$ cat src/sv/zalhc_pkg.sv
package zalhc_pkg;

  localparam int NUM_LEDS   = 3;
  localparam int NUM_ZONES  = 4;
  localparam int MAX_MSG    = 6;
  localparam int CNT_W      = $clog2(MAX_MSG + 1);
  localparam int CFG_W      = 16;
  localparam int CFG_IDX_W  = 1;
  localparam int SECONDS_W  = 32;
  localparam int ZONE_W     = 2;
  localparam int LED_IDX_W  = 2;
  localparam int IN_DATA_W  = 40;
  localparam int OUT_DATA_W = 8;

  // Item kinds carried in in_tuser.
  localparam logic OP_TICK    = 1'b0;
  localparam logic OP_REFRESH = 1'b1;

  // Configuration register indexes.
  localparam logic [CFG_IDX_W-1:0] CFG_CONCERN_HOLD = 1'b0;
  localparam logic [CFG_IDX_W-1:0] CFG_ALARM_HOLD   = 1'b1;

  // Zone status codes; the unused code reads as no detection.
  localparam logic [ZONE_W-1:0] ZS_NONE     = 2'd0;
  localparam logic [ZONE_W-1:0] ZS_POSSIBLE = 2'd1;
  localparam logic [ZONE_W-1:0] ZS_DETECT   = 2'd2;

  typedef enum logic [1:0] {
    LVL_IDLE    = 2'd0,
    LVL_CONCERN = 2'd1,
    LVL_ALARM   = 2'd2
  } level_t;

  typedef struct packed {
    logic [LED_IDX_W-1:0] led_index;
    level_t               level;
    logic                 notify;
  } msg_t;

  // Wanted LED levels per zone for a possible and for a confirmed detection.
  localparam level_t ROW_POSSIBLE [NUM_ZONES][NUM_LEDS] = '{
    '{LVL_ALARM,   LVL_CONCERN, LVL_IDLE},
    '{LVL_ALARM,   LVL_ALARM,   LVL_CONCERN},
    '{LVL_CONCERN, LVL_IDLE,    LVL_IDLE},
    '{LVL_ALARM,   LVL_CONCERN, LVL_IDLE}
  };

  localparam level_t ROW_DETECT [NUM_ZONES][NUM_LEDS] = '{
    '{LVL_ALARM, LVL_ALARM,   LVL_CONCERN},
    '{LVL_ALARM, LVL_ALARM,   LVL_ALARM},
    '{LVL_ALARM, LVL_CONCERN, LVL_IDLE},
    '{LVL_ALARM, LVL_ALARM,   LVL_CONCERN}
  };

  function automatic level_t zone_want(input int unsigned zone,
                                       input logic [ZONE_W-1:0] status,
                                       input int unsigned led);
    level_t lv;
    lv = LVL_IDLE;
    unique case (status)
      ZS_POSSIBLE: lv = ROW_POSSIBLE[zone][led];
      ZS_DETECT:   lv = ROW_DETECT[zone][led];
      default:     lv = LVL_IDLE;
    endcase
    return lv;
  endfunction

  // Higher level wins; two concerns together make an alarm.
  function automatic level_t merge_level(input level_t cur, input level_t want);
    level_t lv;
    if (cur == LVL_CONCERN && want == LVL_CONCERN) begin
      lv = LVL_ALARM;
    end else if (want > cur) begin
      lv = want;
    end else begin
      lv = cur;
    end
    return lv;
  endfunction

endpackage

$ cat src/sv/zone_alarm_led_hold_controller.sv
// Zone alarm LED hold controller.
// The input channel (in_*) takes one transaction per event: in_tuser low is a
// one-second tick carrying the seconds value and four zone statuses in
// in_tdata, in_tuser high is a refresh that re-sends all three LED levels.
// Each result transaction on out_* is one message to an LED node: index and
// level in out_tdata, the monitor flag in out_tuser, and out_tlast on the
// final message caused by an input. A tick that changes nothing and falls
// outside the reinforcement period produces no transaction at all.
// The cfg_* channel writes the two hold times and is always ready; the user
// writes it only while the block is idle, which the block itself does not enforce.
//
// The first message of an item passes through the input register, the
// reciprocal multiply, the remainder check, the message buffer and the output
// register. The block then delivers one message per cycle while the receiver
// is ready, up to six per item; the buffer takes the next item as its last one leaves.
// Three earlier pipeline stages keep accepting while the buffer drains.
// When the receiver stalls, the output register holds its transaction, the
// buffer and pipeline fill, and in_tready falls once all stages are full.
// Synchronous reset clears all levels to idle, stops all holds and loads the
// default hold times of 5 and 10 seconds.
module zone_alarm_led_hold_controller #(
  parameter int HOLD_COUNT_WIDTH = 16,
  parameter int REINFORCE_PERIOD = 10
) (
  input  logic                                clk,
  input  logic                                rst_n,
  input  logic                                in_tvalid,
  output logic                                in_tready,
  // seconds[31:0], zone_top_left[33:32], zone_top_right[35:34],
  // zone_bottom_left[37:36], zone_bottom_right[39:38]
  input  logic [zalhc_pkg::IN_DATA_W-1:0]     in_tdata,
  // opcode
  input  logic                                in_tuser,
  output logic                                out_tvalid,
  input  logic                                out_tready,
  // led_index[1:0], led_level[3:2], zero[7:4]
  output logic [zalhc_pkg::OUT_DATA_W-1:0]    out_tdata,
  // notify_monitor
  output logic                                out_tuser,
  output logic                                out_tlast,
  input  logic                                cfg_valid,
  output logic                                cfg_ready,
  input  logic [zalhc_pkg::CFG_IDX_W-1:0]     cfg_index,
  input  logic [zalhc_pkg::CFG_W-1:0]         cfg_data
);
  import zalhc_pkg::*;

  // Remainder by the period: the quotient from a truncated reciprocal is at
  // most two short, so the partial remainder is 0, P or 2P exactly when the
  // seconds value is a multiple of P.
  localparam int PERIOD_W = $clog2(REINFORCE_PERIOD + 1);
  localparam int PROD_W   = 2 * SECONDS_W;
  localparam int QP_W     = SECONDS_W + PERIOD_W;
  localparam logic [SECONDS_W-1:0] RECIP =
    SECONDS_W'(64'hFFFF_FFFF / REINFORCE_PERIOD);
  localparam logic [PERIOD_W-1:0]  PERIOD_C  = PERIOD_W'(REINFORCE_PERIOD);
  localparam logic [SECONDS_W-1:0] PERIOD_X1 = SECONDS_W'(REINFORCE_PERIOD);
  localparam logic [SECONDS_W-1:0] PERIOD_X2 = SECONDS_W'(2 * REINFORCE_PERIOD);
  localparam int CMP_W = (HOLD_COUNT_WIDTH > CFG_W) ? HOLD_COUNT_WIDTH : CFG_W;

  typedef logic [HOLD_COUNT_WIDTH-1:0] count_t;

  // Configuration.
  logic [CFG_W-1:0] concern_hold_r;
  logic [CFG_W-1:0] alarm_hold_r;

  // Stage 1: input register.
  logic                  s1_valid_r;
  logic                  s1_op_r;
  logic [SECONDS_W-1:0]  s1_secs_r;
  logic [ZONE_W-1:0]     s1_zone_r [NUM_ZONES];
  level_t                s1_want [NUM_LEDS];
  logic [PROD_W-1:0]     s1_prod;

  // Stage 2: wanted levels and approximate quotient.
  logic                  s2_valid_r;
  logic                  s2_op_r;
  logic [SECONDS_W-1:0]  s2_secs_r;
  logic [SECONDS_W-1:0]  s2_quot_r;
  level_t                s2_want_r [NUM_LEDS];
  logic [QP_W-1:0]       s2_qp;
  logic [SECONDS_W-1:0]  s2_rem;
  logic                  s2_reinf;

  // Stage 3: LED state update and message list.
  logic                  s3_valid_r;
  logic                  s3_op_r;
  logic                  s3_reinf_r;
  level_t                s3_want_r [NUM_LEDS];

  // Per-LED state.
  level_t                shown_r   [NUM_LEDS];
  logic                  running_r [NUM_LEDS];
  count_t                count_r   [NUM_LEDS];
  level_t                shown_nxt   [NUM_LEDS];
  logic                  running_nxt [NUM_LEDS];
  count_t                count_nxt   [NUM_LEDS];
  count_t                count_sat   [NUM_LEDS];
  logic                  expired     [NUM_LEDS];
  logic                  changed     [NUM_LEDS];

  msg_t                  msgs [MAX_MSG];
  logic [CNT_W-1:0]      nmsg;

  // Message buffer, drained one entry per cycle from the front while the output register can take it.
  msg_t                  buf_msg_r [MAX_MSG];
  logic [CNT_W-1:0]      buf_cnt_r;

  // Output register.
  logic                  out_tvalid_r;
  msg_t                  out_msg_r;
  logic                  out_last_r;

  logic out_fire_ok;
  logic buf_emit;
  logic buf_free;
  logic s3_adv;
  logic s3_ready;
  logic s2_ready;
  logic s1_ready;

  // Handshake chain: each stage moves when the one after it can take it.
  assign out_fire_ok = !out_tvalid_r || out_tready;
  assign buf_emit    = out_fire_ok && (buf_cnt_r != '0);
  assign buf_free    = (buf_cnt_r == '0) ||
                       (out_fire_ok && buf_cnt_r == CNT_W'(1));
  assign s3_adv      = s3_valid_r && buf_free;
  assign s3_ready    = !s3_valid_r || buf_free;
  assign s2_ready    = !s2_valid_r || s3_ready;
  assign s1_ready    = !s1_valid_r || s2_ready;
  assign in_tready   = s1_ready;
  assign cfg_ready   = 1'b1;

  // Stage 1 logic: table lookup and merge, then the reciprocal product.
  always_comb begin
    for (int i = 0; i < NUM_LEDS; i++) begin
      s1_want[i] = LVL_IDLE;
      for (int z = 0; z < NUM_ZONES; z++) begin
        s1_want[i] = merge_level(s1_want[i], zone_want(z, s1_zone_r[z], i));
      end
    end
  end

  assign s1_prod = PROD_W'(s1_secs_r) * PROD_W'(RECIP);

  // Stage 2 logic: partial remainder and multiple-of-period test.
  assign s2_qp    = QP_W'(s2_quot_r) * QP_W'(PERIOD_C);
  assign s2_rem   = s2_secs_r - s2_qp[SECONDS_W-1:0];
  assign s2_reinf = (s2_rem == '0) || (s2_rem == PERIOD_X1) || (s2_rem == PERIOD_X2);

  // Stage 3 logic: hold expiry and the next LED state.
  always_comb begin
    for (int i = 0; i < NUM_LEDS; i++) begin
      count_sat[i] = (count_r[i] == '1) ? count_r[i] : count_r[i] + count_t'(1);
      expired[i]   = (shown_r[i] == LVL_CONCERN &&
                      CMP_W'(count_r[i]) >= CMP_W'(concern_hold_r)) ||
                     (shown_r[i] == LVL_ALARM &&
                      CMP_W'(count_r[i]) >= CMP_W'(alarm_hold_r));
    end
  end

  always_comb begin
    for (int i = 0; i < NUM_LEDS; i++) begin
      shown_nxt[i]   = shown_r[i];
      running_nxt[i] = running_r[i];
      count_nxt[i]   = count_r[i];
      changed[i]     = 1'b0;
      if (s3_op_r == OP_TICK) begin
        if (s3_want_r[i] > shown_r[i]) begin
          // A rise shows at once and restarts the hold.
          shown_nxt[i]   = s3_want_r[i];
          running_nxt[i] = 1'b1;
          count_nxt[i]   = '0;
          changed[i]     = 1'b1;
        end else if (s3_want_r[i] == shown_r[i]) begin
          if (running_r[i]) begin
            count_nxt[i] = count_sat[i];
          end
        end else if (expired[i]) begin
          // A fall after the hold; an alarm falling to concern keeps its count.
          shown_nxt[i] = s3_want_r[i];
          changed[i]   = 1'b1;
          if (s3_want_r[i] == LVL_IDLE) begin
            running_nxt[i] = 1'b0;
            count_nxt[i]   = '0;
          end
        end else begin
          count_nxt[i] = count_sat[i];
        end
      end
    end
  end

  // Message list: for a tick, changes in LED order, then the reinforcement round; for a refresh, all levels.
  always_comb begin
    nmsg = '0;
    for (int k = 0; k < MAX_MSG; k++) begin
      msgs[k] = '0;
    end
    if (s3_op_r == OP_REFRESH) begin
      for (int i = 0; i < NUM_LEDS; i++) begin
        msgs[nmsg] = '{led_index: LED_IDX_W'(i), level: shown_r[i], notify: 1'b1};
        nmsg       = nmsg + CNT_W'(1);
      end
    end else begin
      for (int i = 0; i < NUM_LEDS; i++) begin
        if (changed[i]) begin
          msgs[nmsg] = '{led_index: LED_IDX_W'(i), level: shown_nxt[i], notify: 1'b1};
          nmsg       = nmsg + CNT_W'(1);
        end
      end
      if (s3_reinf_r) begin
        for (int i = 0; i < NUM_LEDS; i++) begin
          msgs[nmsg] = '{led_index: LED_IDX_W'(i), level: shown_nxt[i], notify: 1'b0};
          nmsg       = nmsg + CNT_W'(1);
        end
      end
    end
  end

  // Control state.
  always_ff @(posedge clk) begin
    if (!rst_n) begin
      concern_hold_r <= CFG_W'(5);
      alarm_hold_r   <= CFG_W'(10);
      s1_valid_r     <= 1'b0;
      s2_valid_r     <= 1'b0;
      s3_valid_r     <= 1'b0;
      buf_cnt_r      <= '0;
      out_tvalid_r   <= 1'b0;
      for (int i = 0; i < NUM_LEDS; i++) begin
        shown_r[i]   <= LVL_IDLE;
        running_r[i] <= 1'b0;
        count_r[i]   <= '0;
      end
    end else begin
      if (cfg_valid) begin
        unique case (cfg_index)
          CFG_CONCERN_HOLD: concern_hold_r <= cfg_data;
          CFG_ALARM_HOLD:   alarm_hold_r   <= cfg_data;
          default: ;
        endcase
      end
      if (s1_ready) begin
        s1_valid_r <= in_tvalid;
      end
      if (s2_ready) begin
        s2_valid_r <= s1_valid_r;
      end
      if (s3_ready) begin
        s3_valid_r <= s2_valid_r;
      end
      if (s3_adv) begin
        for (int i = 0; i < NUM_LEDS; i++) begin
          shown_r[i]   <= shown_nxt[i];
          running_r[i] <= running_nxt[i];
          count_r[i]   <= count_nxt[i];
        end
      end
      if (s3_adv && nmsg != '0) begin
        buf_cnt_r <= nmsg;
      end else if (buf_emit) begin
        buf_cnt_r <= buf_cnt_r - CNT_W'(1);
      end
      if (buf_emit) begin
        out_tvalid_r <= 1'b1;
      end else if (out_tready) begin
        out_tvalid_r <= 1'b0;
      end
    end
  end

  // Payload registers.
  always_ff @(posedge clk) begin
    if (in_tvalid && s1_ready) begin
      s1_op_r   <= in_tuser;
      s1_secs_r <= in_tdata[SECONDS_W-1:0];
      for (int z = 0; z < NUM_ZONES; z++) begin
        s1_zone_r[z] <= in_tdata[SECONDS_W + ZONE_W * z +: ZONE_W];
      end
    end
    if (s2_ready) begin
      s2_op_r   <= s1_op_r;
      s2_secs_r <= s1_secs_r;
      s2_quot_r <= s1_prod[PROD_W-1:SECONDS_W];
      for (int i = 0; i < NUM_LEDS; i++) begin
        s2_want_r[i] <= s1_want[i];
      end
    end
    if (s3_ready) begin
      s3_op_r    <= s2_op_r;
      s3_reinf_r <= s2_reinf;
      for (int i = 0; i < NUM_LEDS; i++) begin
        s3_want_r[i] <= s2_want_r[i];
      end
    end
    if (s3_adv && nmsg != '0) begin
      for (int k = 0; k < MAX_MSG; k++) begin
        buf_msg_r[k] <= msgs[k];
      end
    end else if (buf_emit) begin
      for (int k = 0; k < MAX_MSG - 1; k++) begin
        buf_msg_r[k] <= buf_msg_r[k + 1];
      end
    end
    if (buf_emit) begin
      out_msg_r  <= buf_msg_r[0];
      out_last_r <= (buf_cnt_r == CNT_W'(1));
    end
  end

  assign out_tvalid = out_tvalid_r;
  assign out_tdata  = OUT_DATA_W'({out_msg_r.level, out_msg_r.led_index});
  assign out_tuser  = out_msg_r.notify;
  assign out_tlast  = out_last_r;

  // An idle LED never has a hold running or a count left over.
  for (genvar g = 0; g < NUM_LEDS; g++) begin : g_idle_chk
    a_idle_clean: assert property (@(posedge clk) disable iff (!rst_n)
      shown_r[g] == LVL_IDLE |-> !running_r[g] && count_r[g] == '0)
      else $error("idle LED with a running hold");
  end

  a_buf_bound: assert property (@(posedge clk) disable iff (!rst_n)
    buf_cnt_r <= CNT_W'(MAX_MSG))
    else $error("message buffer count out of range");

  // An item waiting on a busy buffer keeps its contents.
  a_s3_hold: assert property (@(posedge clk) disable iff (!rst_n)
    s3_valid_r && !buf_free |=> s3_valid_r && $stable(s3_op_r) && $stable(s3_reinf_r))
    else $error("stage 3 item changed while stalled");

endmodule
$ cat config.mk
export PLATFORM = sky130hd
export DESIGN_NAME = zone_alarm_led_hold_controller
export DESIGN_NICKNAME = d
export VERILOG_FILES = /design/src/sv/zalhc_pkg.sv /design/src/sv/zone_alarm_led_hold_controller.sv
export SDC_FILE = /design/constraint.sdc
export NUM_CORES = 2
export LEC_CHECK = 0
export BUFFER_PORTS_ARGS = -buffer_cell sky130_fd_sc_hd__buf_2
export CORE_AREA = 2 2 304 306
export CTS_CLUSTER_SIZE = 25
export DETAILED_ROUTE_END_ITERATION = 8
export DIE_AREA = 0 0 306 308
export GPL_TIMING_DRIVEN = 0
export PLACE_DENSITY_LB_ADDON = 0.2
export SYNTH_ARGS = -nofsm -noshare
export SYNTH_HDL_FRONTEND = slang
export SYNTH_SLANG_ARGS = --single-unit
$ cat constraint.sdc
create_clock -name clk -period 23.3 [get_ports clk]
set_input_delay 0 -clock clk [delete_from_list [all_inputs] [get_ports clk]]
set_output_delay 0 -clock clk [all_outputs]
set_load 0.005 [all_outputs]
==> impl_metrics.env <==
export IMPL_drt_iter0_markers=1139
export IMPL_crit_fanout=6
export IMPL_synth_common_cells="inv_1, ha_1, fa_1"
export IMPL_num_antenna_cells=0
export IMPL_numPortBuffers=70
export IMPL_ys_seq_area_share_pct=22.29
export IMPL_drcViolationCount=0
export IMPL_hp_class="in -> reg"
export IMPL_finClkSkew_ps=37.34
export IMPL_placedCellCount=4412
export IMPL_h_tree_depth=2
export IMPL_clk_pin_slew_worst_paths_ps=60
export IMPL_syn_to_final_growth_pct=12.02
export IMPL_die_height_um=308
export IMPL_finalHoldViolCount=0
export IMPL_ant_nets=0
export IMPL_slowest_delay_ps=930
export IMPL_drv_cap=0
export IMPL_post_cts_resized=0
export IMPL_num_rows=111
export IMPL_final_nets=4301
export IMPL_hpwlAfterDp_um=73090
export IMPL_path_buf_inv=6
export IMPL_fmax_mhz=104.4
export IMPL_grt_max_degree=69
export IMPL_syn_area_per_cell_sq_um=10.01
export IMPL_cts_made_buffers=35
export IMPL_hold_buffers=69
export IMPL_finalWirelength_um=86640
export IMPL_clock_sinks=247
export IMPL_rsz0062_at_grt="no"
export IMPL_slew_headroom_pct=24.21
export IMPL_antenna_found_initial=2
export IMPL_synthArstFlopShare_pct=0
export IMPL_yosysTopAreaCellShare_pct=22.82
export IMPL_tightestPinTransition_ps=1137
export IMPL_drt_first_pass_iters=5
export IMPL_worstPathArrival_ps=9850
export IMPL_r2r_slack_ps=13720
export IMPL_report_final_slew_viol_count=0
export IMPL_period_minus_slack_ps=9578
export IMPL_grt_pass1_wl_um=136500
export IMPL_synth_area_leaders="ha_1, fa_1, edfxtp_1"
export IMPL_post_route_util_pct=38.82
export IMPL_cts_tree="yes"
export IMPL_path_depth=26
export IMPL_io_pins=76
export IMPL_crit_family="adder cells"
export IMPL_ys_warn_count=0
export IMPL_wire_per_inst_um=19.06
export IMPL_syn_area_sq_um=31530
export IMPL_drive_above_1_share_pct=5.240
export IMPL_fin_crit_sh_pct=41.11
export IMPL_start_util_pct=34.66
export IMPL_grt_pass1_vias=23870
export IMPL_final_cells=4545
export IMPL_setup_tns_final_ps=0
export IMPL_syn_instance_count=3151
export IMPL_cts_buffer_depth=3
export IMPL_post_cts_buffers=0
export IMPL_die_w_um=306
export IMPL_gp_congestion=0.9229
export IMPL_end_kind="register"
export IMPL_setup_viol=0
export IMPL_post_synth_top_count_cell="inv_1"
export IMPL_startpoint_type="register"
export IMPL_cts_root_buf="clkbuf_16"
export IMPL_fill_cells=9128
export IMPL_required_ps=23580
export IMPL_worst_path_max_delay_cell="a2111oi_1"
export IMPL_viasPerCell=4.959
export IMPL_synth_top_flop_cell="edfxtp_1"
export IMPL_core_sq_um=90970
export IMPL_post_synth_top_area_cell="ha_1"
export IMPL_grt_ovfl_total=0
export IMPL_path_class="reg -> reg"
export IMPL_insertion_delay_ps=580
export IMPL_via_count=22540
export IMPL_status="finished clean"
export IMPL_cp_common_cell="fa_1"
export IMPL_dieArea_sq_um=94250
export IMPL_ys_seq_elements=247
export IMPL_hold_depth=2
export IMPL_grt_usage_pct=18.91
export IMPL_ys_types=92
export IMPL_r2r_worst_path_cells=26
export IMPL_synth_enable_flop_cells=208
==> layer usage <==
layer	vias to the layer above	global-route usage [%]	routed length [um]
met5	-	0	12
met4	2	5.854	2661
met3	121	2.226	3289
met2	418	33.63	42850
met1	10940	23.91	37830
li1	11060	-	-
==> state kept, by name, summed over array words and instances, names as in the netlist, 3 cells and up <==
signal          flops
concern_hold_r     16
s1_secs_r          32
s2_want_r           6
alarm_hold_r       16
out_tdata           4
running_r           3
s2_secs_r          32
s3_want_r           6
s1_zone_r           8
buf_msg_r          28
shown_r             6
count_r            48
s2_quot_r          29
buf_cnt_r           3
==> logic make-up after synthesis <==
family          after synthesis  synth area share, %
compound gates              518                11.15
xor+xnor                    144                4.000
fa+ha+maj                   906                43.84
other cells                   2              0.02382
mux                          29               0.9803
simple gates                611                9.378
flops                       247                22.29
buf+inv                     694                8.338
==> cells in the final DEF, fill, tap and decap left out, types with 66 or more instances in the layout <==
cell           Yosys  final
fa_1             331    331
a21oi_1          147    147
nor2_1           163    163
inv_1            639    639
edfxtp_1         208    208
xor2_1            81     81
a21o_1            71     71
nand3_1           66     66
ha_1             575    575
dlygate4sd3_1      0     69
nand2_1          164    163
buf_2              1     71
==> path summary, 6_finish.rpt <==
| kind | to | startpoint |
|---|---|---|
| worst max register to register | s2_quot_r[19] | s1_secs_r[13] |
| worst min-delay path | s1_zone_r[0][0] | in_tdata[32] |
| worst min register to register | s3_want_r[0][4] | s2_want_r[0][4] |
| worst max-delay path | s2_quot_r[19] | s1_secs_r[13] |
==> layout make-up <==
class / count / area (sq um) / share of cell area [%]
repair buffers: 141 / 1069 / 3.026
plain buffers: 50 / 211.5 / 0.5987
multi-input cells: 2213 / 21940 / 62.12
flip-flops and latches: 247 / 7027 / 19.90
well taps: 1186 / 1484 / 4.202
clock inverters: 20 / 201.4 / 0.5704
inverters: 644 / 2417 / 6.845
clock buffers: 44 / 969.7 / 2.746
==> per-stage QoR <==
stage | hold WS [ps] | cell area [sq um] | setup WS, ps
after detailed placement | 178.1 | 33450 | 13600
after global placement | 176.4 | 33370 | 13570
after global routing | 131.1 | 35320 | 13090
after floorplan | 98.87 | 31540 | 15870
final | 148.7 | 35320 | 13720
after CTS | 110.1 | 35320 | 13590
Power is left out: the tool's default activity adds up to more than one toggle a clock period on the data nets, which glitch-free logic cannot reach.
